--- config.mk ---
export PLATFORM = sky130hd
export DESIGN_NAME = fir_lowpass_filter
export DESIGN_NICKNAME = d
export VERILOG_FILES = /design/src/rtl/core/fir_lp_pkg.sv /design/src/rtl/core/fir_lp_ram.sv /design/src/rtl/core/fir_lp_mac.sv /design/src/rtl/core/fir_lowpass_filter.sv
export VERILOG_INCLUDE_DIRS = /design/src /design/src/rtl/core
export SDC_FILE = /design/constraint.sdc
export NUM_CORES = 2
export LEC_CHECK = 0
export ABC_CLOCK_PERIOD_IN_PS = 18400
export CAP_MARGIN = 20
export CELL_PAD_IN_SITES_DETAIL_PLACEMENT = 0
export CELL_PAD_IN_SITES_GLOBAL_PLACEMENT = 1
export CORE_MARGIN = 2
export CORE_UTILIZATION = 50
export DETAILED_ROUTE_END_ITERATION = 10
export DONT_BUFFER_PORTS = 1
export GPL_TIMING_DRIVEN = 0
export PLACE_DENSITY_LB_ADDON = 0.1
export SKIP_LAST_GASP = 1
export SLEW_MARGIN = 20
export SYNTH_ARGS = -nofsm -noshare
export SYNTH_HDL_FRONTEND = slang
export SYNTH_SLANG_ARGS = --single-unit
export TNS_END_PERCENT = 5
--- constraint.sdc ---
create_clock -name clk -period 18.4 [get_ports clk]
set_clock_uncertainty 0.15 [all_clocks]
set_input_delay 3.68 -clock clk [delete_from_list [all_inputs] [get_ports clk]]
set_output_delay 3.68 -clock clk [all_outputs]
set_load 0.005 [all_outputs]
--- src/rtl/core/fir_lowpass_filter_defines.svh ---
// Assertion macros shared by the FIR low-pass filter RTL.
`ifndef FIR_LOWPASS_FILTER_DEFINES_SVH
`define FIR_LOWPASS_FILTER_DEFINES_SVH
`ifndef NO_ASSERTIONS
// Check a property on every rising clock edge outside reset.
`define FIR_LP_ASSERT(label, prop, msg) \
	label: assert property (@(posedge clk) disable iff (!arst_n) prop) else $error(msg);
// Check that a condition never holds outside reset.
`define FIR_LP_NEVER(label, cond, msg) \
	label: assert property (@(posedge clk) disable iff (!arst_n) !(cond)) else $error(msg);
`else
`define FIR_LP_ASSERT(label, prop, msg)
`define FIR_LP_NEVER(label, cond, msg)
`endif
`endif

--- src/rtl/core/fir_lp_pkg.sv ---
// Types, constants and coefficient table of the FIR low-pass filter.
`timescale 1ns / 1ps
`default_nettype none
package fir_lp_pkg;
	localparam int ROM_BITS     = 16;
	localparam int ROM_LEN      = 50;
	localparam int TAP_IDX_BITS = 8;
	localparam int OUT_BITS     = 15;
	localparam int OUT_MIN      = -16384;
	localparam int OUT_MAX      = 16383;

	typedef enum logic [1:0] {
		ST_IDLE,
		ST_RUN,
		ST_DRAIN,
		ST_SCALE
	} fir_state_t;

	// Control from the sequencer to the multiply-accumulate unit
	typedef struct packed {
		logic clear;
		logic issue;
		logic live;
	} mac_ctrl_t;

	// Q1.15 coefficients, symmetric about tap 24; taps past the table are zero
	function automatic logic signed [ROM_BITS-1:0] coef_rom(
		input logic [TAP_IDX_BITS-1:0] tap
	);
		logic signed [ROM_BITS-1:0] c;
		case (tap)
			8'd0:  c = 16'sd151;
			8'd1:  c = 16'sd242;
			8'd2:  c = -16'sd79;
			8'd3:  c = -16'sd233;
			8'd4:  c = 16'sd108;
			8'd5:  c = 16'sd3;
			8'd6:  c = -16'sd308;
			8'd7:  c = 16'sd131;
			8'd8:  c = 16'sd144;
			8'd9:  c = -16'sd436;
			8'd10: c = 16'sd98;
			8'd11: c = 16'sd374;
			8'd12: c = -16'sd587;
			8'd13: c = -16'sd36;
			8'd14: c = 16'sd731;
			8'd15: c = -16'sd737;
			8'd16: c = -16'sd357;
			8'd17: c = 16'sd1298;
			8'd18: c = -16'sd862;
			8'd19: c = -16'sd1108;
			8'd20: c = 16'sd2464;
			8'd21: c = -16'sd947;
			8'd22: c = -16'sd3945;
			8'd23: c = 16'sd9434;
			8'd24: c = 16'sd20870;
			8'd25: c = 16'sd9434;
			8'd26: c = -16'sd3945;
			8'd27: c = -16'sd947;
			8'd28: c = 16'sd2464;
			8'd29: c = -16'sd1108;
			8'd30: c = -16'sd862;
			8'd31: c = 16'sd1298;
			8'd32: c = -16'sd357;
			8'd33: c = -16'sd737;
			8'd34: c = 16'sd731;
			8'd35: c = -16'sd36;
			8'd36: c = -16'sd587;
			8'd37: c = 16'sd374;
			8'd38: c = 16'sd98;
			8'd39: c = -16'sd436;
			8'd40: c = 16'sd144;
			8'd41: c = 16'sd131;
			8'd42: c = -16'sd308;
			8'd43: c = 16'sd3;
			8'd44: c = 16'sd108;
			8'd45: c = -16'sd233;
			8'd46: c = -16'sd79;
			8'd47: c = 16'sd242;
			8'd48: c = 16'sd151;
			default: c = '0;
		endcase
		return c;
	endfunction
endpackage
`default_nettype wire

--- src/rtl/core/fir_lp_ram.sv ---
// Generic single-write, single-read RAM with registered read data.
`timescale 1ns / 1ps
`default_nettype none
module fir_lp_ram #(
	parameter int WIDTH = 13,
	parameter int DEPTH = 50
) (
	input  wire logic                     clk,
	input  wire logic                     we,
	input  wire logic [$clog2(DEPTH)-1:0] waddr,
	input  wire logic [WIDTH-1:0]         wdata,
	input  wire logic [$clog2(DEPTH)-1:0] raddr,
	output logic      [WIDTH-1:0]         rdata
);
	logic [WIDTH-1:0] mem_q [DEPTH];

	// Write port and registered read port
	always_ff @(posedge clk) begin
		if (we) begin
			mem_q[waddr] <= wdata;
		end
		rdata <= mem_q[raddr];
	end
endmodule
`default_nettype wire

--- src/rtl/core/fir_lp_mac.sv ---
// Shared multiply-accumulate unit: align, multiply, accumulate.
`timescale 1ns / 1ps
`default_nettype none
module fir_lp_mac #(
	parameter int SAMPLE_BITS = 13,
	parameter int COEF_BITS   = 16,
	parameter int ACC_BITS    = 36
) (
	input  wire logic                          clk,
	input  wire logic                          arst_n,
	input  wire fir_lp_pkg::mac_ctrl_t         ctrl,
	input  wire logic signed [COEF_BITS-1:0]   coef,
	input  wire logic signed [SAMPLE_BITS-1:0] rdata,
	output logic signed [ACC_BITS-1:0]         acc,
	output logic                               busy
);
	localparam int PROD_BITS = SAMPLE_BITS + COEF_BITS;

	logic                        v_s1, v_s2;
	logic                        live_s1;
	logic signed [COEF_BITS-1:0] coef_s1;
	logic signed [PROD_BITS-1:0] prod_s2;
	logic signed [ACC_BITS-1:0]  acc_q;

	// Advance the valid flags of the two stages
	always_ff @(posedge clk or negedge arst_n) begin
		if (!arst_n) begin
			v_s1 <= 1'b0;
			v_s2 <= 1'b0;
		end else begin
			v_s1 <= ctrl.issue;
			v_s2 <= v_s1;
		end
	end

	// Hold the coefficient until the RAM data arrives, then multiply
	always_ff @(posedge clk) begin
		coef_s1 <= coef;
		live_s1 <= ctrl.live;
		if (live_s1) begin
			prod_s2 <= PROD_BITS'(rdata) * PROD_BITS'(coef_s1);
		end else begin
			prod_s2 <= '0;
		end
	end

	// Clear on a new request, add each product as it lands
	always_ff @(posedge clk) begin
		if (ctrl.clear) begin
			acc_q <= '0;
		end else if (v_s2) begin
			acc_q <= acc_q + ACC_BITS'(prod_s2);
		end
	end

	assign acc  = acc_q;
	assign busy = v_s1 | v_s2;
endmodule
`default_nettype wire

--- src/rtl/core/fir_lowpass_filter.sv ---
// Top level of the FIR low-pass filter: sequencer, delay line and output register.
//
// channel   dir  handshake                       payload
// sample    in   sample_valid / sample_stall     sample   [SAMPLE_BITS-1:0] signed
// filtered  out  filtered_valid / filtered_stall filtered [14:0] signed
//
// A request writes the delay line, issues the reads for all TAPS taps through
// the single multiplier, drains its pipeline, and then scales and saturates
// into the output register.
// Reset clears the sequencer, the write pointer and one valid bit per delay-line
// entry; an entry never written reads as zero.
// A result waiting under filtered_stall does not block the next request; only
// the final scale step waits for the output register to free up.
`timescale 1ns / 1ps
`default_nettype none
`include "fir_lowpass_filter_defines.svh"
module fir_lowpass_filter #(
	parameter int TAPS        = 50,
	parameter int SAMPLE_BITS = 13,
	parameter int COEF_BITS   = 16
) (
	input  wire logic                                  clk,
	input  wire logic                                  arst_n,
	input  wire logic                                  sample_valid,
	output logic                                       sample_stall,
	input  wire logic signed [SAMPLE_BITS-1:0]         sample,
	output logic                                       filtered_valid,
	input  wire logic                                  filtered_stall,
	output logic signed [fir_lp_pkg::OUT_BITS-1:0]     filtered
);
	localparam int TAP_W    = $clog2(TAPS);
	localparam int ACC_BITS = SAMPLE_BITS + COEF_BITS + $clog2(TAPS) + 1;
	localparam int ROM_W    = (COEF_BITS > fir_lp_pkg::ROM_BITS) ?
		COEF_BITS : fir_lp_pkg::ROM_BITS;
	localparam int SHL      = (COEF_BITS >= fir_lp_pkg::ROM_BITS) ?
		COEF_BITS - fir_lp_pkg::ROM_BITS : 0;
	localparam int SHR      = (COEF_BITS < fir_lp_pkg::ROM_BITS) ?
		fir_lp_pkg::ROM_BITS - COEF_BITS : 0;
	localparam int QSH      = COEF_BITS - 1;

	fir_lp_pkg::fir_state_t state_q, state_d;
	fir_lp_pkg::mac_ctrl_t  mac_ctrl;

	logic [TAP_W-1:0]                      wr_pos_q, rd_ptr_q, issue_cnt_q;
	logic [TAPS-1:0]                       live_q;
	logic                                  accept, last_issue, scale_load, mac_busy;
	logic signed [SAMPLE_BITS-1:0]         ram_rdata;
	logic signed [fir_lp_pkg::ROM_BITS-1:0] rom_val;
	logic signed [ROM_W-1:0]               rom_ext, rom_adj;
	logic signed [COEF_BITS-1:0]           coef;
	logic signed [ACC_BITS-1:0]            acc, acc_adj, quot;
	logic signed [fir_lp_pkg::OUT_BITS-1:0] sat;
	logic                                  filtered_valid_q;
	logic signed [fir_lp_pkg::OUT_BITS-1:0] filtered_q;

	assign accept     = sample_valid && !sample_stall;
	assign last_issue = (issue_cnt_q == TAP_W'(TAPS - 1));

	// Next state
	always_comb begin
		state_d = state_q;
		case (state_q)
			fir_lp_pkg::ST_IDLE: begin
				if (sample_valid) begin
					state_d = fir_lp_pkg::ST_RUN;
				end
			end
			fir_lp_pkg::ST_RUN: begin
				if (last_issue) begin
					state_d = fir_lp_pkg::ST_DRAIN;
				end
			end
			fir_lp_pkg::ST_DRAIN: begin
				if (!mac_busy) begin
					state_d = fir_lp_pkg::ST_SCALE;
				end
			end
			fir_lp_pkg::ST_SCALE: begin
				if (!filtered_valid_q || !filtered_stall) begin
					state_d = fir_lp_pkg::ST_IDLE;
				end
			end
			default: state_d = fir_lp_pkg::ST_IDLE;
		endcase
	end

	// Sequencer outputs
	always_comb begin
		sample_stall   = 1'b1;
		mac_ctrl.clear = 1'b0;
		mac_ctrl.issue = 1'b0;
		mac_ctrl.live  = 1'b0;
		scale_load     = 1'b0;
		case (state_q)
			fir_lp_pkg::ST_IDLE: begin
				sample_stall   = 1'b0;
				mac_ctrl.clear = sample_valid;
			end
			fir_lp_pkg::ST_RUN: begin
				mac_ctrl.issue = 1'b1;
				mac_ctrl.live  = live_q[rd_ptr_q];
			end
			fir_lp_pkg::ST_DRAIN: begin
				mac_ctrl.issue = 1'b0;
			end
			fir_lp_pkg::ST_SCALE: begin
				scale_load = !filtered_valid_q || !filtered_stall;
			end
			default: sample_stall = 1'b1;
		endcase
	end

	// State, pointers and entry valid bits
	always_ff @(posedge clk or negedge arst_n) begin
		if (!arst_n) begin
			state_q     <= fir_lp_pkg::ST_IDLE;
			wr_pos_q    <= '0;
			rd_ptr_q    <= '0;
			issue_cnt_q <= '0;
			live_q      <= '0;
		end else begin
			state_q <= state_d;
			if (accept) begin
				live_q[wr_pos_q] <= 1'b1;
				rd_ptr_q         <= wr_pos_q;
				issue_cnt_q      <= '0;
				wr_pos_q         <= (wr_pos_q == TAP_W'(TAPS - 1)) ? '0 : wr_pos_q + 1'b1;
			end else if (state_q == fir_lp_pkg::ST_RUN) begin
				issue_cnt_q <= issue_cnt_q + 1'b1;
				rd_ptr_q    <= (rd_ptr_q == '0) ? TAP_W'(TAPS - 1) : rd_ptr_q - 1'b1;
			end
		end
	end

	fir_lp_ram #(
		.WIDTH(SAMPLE_BITS),
		.DEPTH(TAPS)
	) u_delay (
		.clk  (clk),
		.we   (accept),
		.waddr(wr_pos_q),
		.wdata(sample),
		.raddr(rd_ptr_q),
		.rdata(ram_rdata)
	);

	// Scale the Q1.15 table entry to the coefficient width, truncating toward zero
	always_comb begin
		rom_val = fir_lp_pkg::coef_rom(fir_lp_pkg::TAP_IDX_BITS'(issue_cnt_q));
		rom_ext = ROM_W'(rom_val);
		rom_adj = rom_ext + (rom_ext[ROM_W-1] ? ROM_W'((1 << SHR) - 1) : ROM_W'(0));
		if (COEF_BITS >= fir_lp_pkg::ROM_BITS) begin
			coef = COEF_BITS'(rom_ext <<< SHL);
		end else begin
			coef = COEF_BITS'(rom_adj >>> SHR);
		end
	end

	fir_lp_mac #(
		.SAMPLE_BITS(SAMPLE_BITS),
		.COEF_BITS  (COEF_BITS),
		.ACC_BITS   (ACC_BITS)
	) u_mac (
		.clk   (clk),
		.arst_n(arst_n),
		.ctrl  (mac_ctrl),
		.coef  (coef),
		.rdata (ram_rdata),
		.acc   (acc),
		.busy  (mac_busy)
	);

	// Drop the fraction toward zero, then clamp to the output range
	always_comb begin
		acc_adj = acc + (acc[ACC_BITS-1] ? ACC_BITS'((1 << QSH) - 1) : ACC_BITS'(0));
		quot    = acc_adj >>> QSH;
		if (quot < ACC_BITS'(fir_lp_pkg::OUT_MIN)) begin
			sat = fir_lp_pkg::OUT_BITS'(fir_lp_pkg::OUT_MIN);
		end else if (quot > ACC_BITS'(fir_lp_pkg::OUT_MAX)) begin
			sat = fir_lp_pkg::OUT_BITS'(fir_lp_pkg::OUT_MAX);
		end else begin
			sat = fir_lp_pkg::OUT_BITS'(quot);
		end
	end

	// Output register
	always_ff @(posedge clk or negedge arst_n) begin
		if (!arst_n) begin
			filtered_valid_q <= 1'b0;
		end else if (scale_load) begin
			filtered_valid_q <= 1'b1;
		end else if (!filtered_stall) begin
			filtered_valid_q <= 1'b0;
		end
	end

	always_ff @(posedge clk) begin
		if (scale_load) begin
			filtered_q <= sat;
		end
	end

	assign filtered_valid = filtered_valid_q;
	assign filtered       = filtered_q;

	`FIR_LP_ASSERT(a_accept_then_busy, accept |=> sample_stall, "no stall after a request was taken")
	`FIR_LP_NEVER(a_no_overwrite, scale_load && filtered_valid_q && filtered_stall, "result overwritten")
	`FIR_LP_ASSERT(a_idle_mac_quiet, (state_q == fir_lp_pkg::ST_IDLE) |-> !mac_busy, "MAC busy in idle")
	`FIR_LP_ASSERT(a_scale_after_drain, (state_q == fir_lp_pkg::ST_SCALE) |-> !mac_busy, "scale before drain")
	`FIR_LP_ASSERT(a_issue_range, (state_q == fir_lp_pkg::ST_RUN) |-> (issue_cnt_q <= TAP_W'(TAPS - 1)), "tap count out of range")
endmodule
`default_nettype wire
==> reports/results.tsv <==
stage	metric	value	unit
worst_setup_path	Cell Chain, Critical Path	clkbuf_1, nand2_1, fa_1, inv_1, fa_1, fa_1, inv_1, fa_1, inv_1, fa_1, ha_1, ha_1, o21ai_0, nand2b_1, a21oi_1, a311oi_1, nor2_1, o311ai_0, nand3_1, a41oi_1, nor3_1, and3b_1	
synth	top_reg_cell synth	edfxtp_1	
global_routing	vias in the first global route	25900	
clock_tree	Max clock buf depth	3	
sta	RSZ-0062 raised after global routing	false	
clock_tree	postcts setup bufs	0	
clock_tree	root buffer cell	clkbuf_16	
sta	min Tclk post-route	7180	ps
pwr	P_int	3000	uW
global_routing	GRT Resource Usage Total	26.1	%
clock_tree	Inserted Clock Buffers	87	
global_routing	total gr overflow	0	
worst_setup_path	CP endpoint kind	flip-flop	
sta	fin crit share	39.0	%
sta	Setup Viol. Count Final	0	
die	core footprint	83600	um^2
worst_setup_path	slowest cell delay on critical path	720	ps
clock_tree	CTS resizes	0	
hold_path	worst hold path class	reg2reg	
pwr	maximum vdd drop	0.0920	mV
die	Die ar.	86700	um^2
pwr	pwr dens	80.3	nW/um^2
worst_setup_path	Max FO, Critical Path	10	
placed_design	Detailed Place HPWL	78.0	mm
outcome	status	complete, no violations	
global_routing	initial antenna violation count	2	
die	Site Rows	106	
synth	Synth Area per Inst	14.1	um^2
pwr	sequential share of power	54.2	%
clock_tree	Num Clock Sinks	832	
route	Wirelength per Cell	26.1	um
synth	syn_nets	3334	
die	DIE HEIGHT	294	um
layout	commonest cells after routing, fill and taps aside	edfxtp_1, inv_1, fa_1	
global_routing	largest net degree at the start of global routing	74	
layout	layout cell share with drive strength beyond 1	14.0	%
worst_setup_path	Crit Path Category	reg2reg	
worst_setup_path	Worst path slowest cell	o311ai_0	
worst_setup_path	r2r setup slk	11220	ps
synth	Yosys top cell by area	edfxtp_1	
placed_design	GPL Wtd Cong	0.932	
synth	Seq cells post-synth	832	
synth	synth unique cells	72	
clock_tree	Clk pin slew, worst setup/hold paths	60	ps
die	# IOs	34	
clock_tree	CTS tree	done	
sta	setup_tns	0	ps
route	vias per cell	5.93	
route	DRC marker count from the first detailed-route iteration	2105	
pwr	Clk pwr share	45.8	%
run	max-cap violations	0	
pwr	Sw Ratio	20.0	%
clock_tree	H-tree Lvls	3	
die	Die Wd	294	um
synth	fraction of synthesized cell area taken by the top area cell type	47.4	%
synth	area of the mapped netlist	42200	um^2
worst_setup_path	Worst Path Arrival	7600	ps
synth	Syn Inst Count	2981	
die	Initial Util	50.5	%
sta	final hold vios	0	
pwr	Leak Pwr	0.0173	uW
synth	number of synthesized flops with an enable pin	665	
route	final wirelength	111	mm
sta	max_slew headroom	26.1	%
route	Via Count	25100	
synth	YS warnings	0	
layout	Filler cells	6764	
sta	f_max	139	MHz
clock_tree	cts hold-fix bufs	0	
clock_tree	clock latency on the worst-skew pair	680	ps
sta	fin. max-slew vios	0	
pwr	overall power	3750	uW
pwr	Comb pwr share	0	%
layout	Antenna diodes	0	
layout	sequential standard cell area	23700	um^2
synth	top cells by area, synth	edfxtp_1, fa_1, mux4_2	
route	DRC Markers	0	
synth	FFs w/ async S/R, synth	8.77	%
route	drt first pass iters	5	
placed_design	IO Port Bufs	0	
layout	most common cell after layout, fill and taps aside	edfxtp_1	
worst_setup_path	most used cell, CP	fa_1	
synth	Seq/Total Area, Yosys	56.2	%
global_routing	first-pass GRT wire length	165	mm
pwr	Switch Pwr	750	uW
route	ANT nets after route	0	
sta	Slew @ Worst Pin	1110	ps
layout	Synth-to-Final Area Change	10.6	%
layout	area of the multi-input gates	17100	um^2
worst_setup_path	critical path launch point type	flip-flop	
worst_setup_path	worst endpoint required time	18820	ps
layout	Nets	3438	
-- routing by layer --
metal  vias to the layer above  share of wire (%)  routed length (um)  GRT usage (%)
li1                      11100                  -                   -              -
met1                     13000                 40               44800           34.5
met2                       864                 50               55100           44.0
met3                       198                5.8                6450           3.71
met4                         0                4.0                4370           9.99
met5                         -                  0                   0              0
-- worst paths after layout --
check | startpoint | end | cells after the start
max in group asynchronous | arst_n | live_q[20] | 0
worst max-delay path | u_delay.rdata[5] | u_mac.prod_s2[27] | 22
worst min-delay path | u_mac.v_s1 | u_mac.v_s2 | 0
min in group asynchronous | arst_n | live_q[40] | 0
worst min register to register | u_mac.v_s1 | u_mac.v_s2 | 0
worst max register to register | u_delay.rdata[5] | u_mac.prod_s2[27] | 22
-- cell type report --
cell class	count	share of cell area, %
Sequential cell	832	50.8
Multi-Input combinational cell	1773	36.7
Clock buffer	111	4.92
Tap cell	1080	2.90
Inverter	229	1.84
Buffer	147	1.34
Clock inverter	52	1.15
Timing Repair Buffer	15	0.378
-- Yosys cell counts (38+ instances only) --
library cell    n
dfxtp_1        94
a21oi_1       106
nand2_1       181
xnor2_1        44
dfrtp_1        73
or2_2          55
ha_1          140
o21ai_0       108
inv_1         229
nor2_1        164
mux2i_1       117
a21o_1         38
edfxtp_1      665
fa_1          196
mux4_2        154
and2_1        105
clkbuf_1       97
-- registers in the layout, indices dropped and copies added (netlist names), 13 cells and up --
register and cells:
u_mac.prod_s2 29, u_mac.acc 36, u_delay.rdata 13, filtered 15, live_q 50, u_mac.coef_s1 15
u_delay.mem_q 650
-- critical path: cells and delay by family (launching register included) --
kind / cells / cell delay, ps
buffers and inverters: 4 / 680
AOI/OAI and AO/OA: 5 / 1590
and+or+nand+nor: 6 / 970
adders and majority gates: 7 / 3080
DFF: 1 / 650
-- per-stage QoR --
step	area, um^2	utilization (%)	cells	setup slack [ps]	hold WS, ps
floorplan	42200	-	2981	12360	199
global placement	43500	52.1	4061	11210	210
detailed placement	43800	52.4	4076	11160	228
CTS	46600	55.8	4239	11200	241
global route	46600	55.8	4239	10820	262
finish	46600	55.8	4239	11220	244
-- logic make-up (layout without fill, tap and decap cells) --
logic type	Yosys count	after routing	share of synthesized area, %
compound gates	431	431	6.62
xor+xnor	73	73	1.52
fa+ha+maj	336	336	13.5
buf+inv	376	554	3.51
flops	832	832	56.2
mux	274	274	11.1
simple gates	659	659	7.63
-- power by group through the flow --
stage | Combinational [uW] | Sequential [uW] | Clock, uW
floorplan | 0.00888 | 2070 | 0
global placement | 0.00888 | 2070 | 0
detailed placement | 0.00894 | 2070 | 0
CTS | 0.00894 | 2030 | 1750
global route | 0.00894 | 2030 | 1820
finish | 0.00894 | 2030 | 1720
Power figures use the tool's default switching activity.
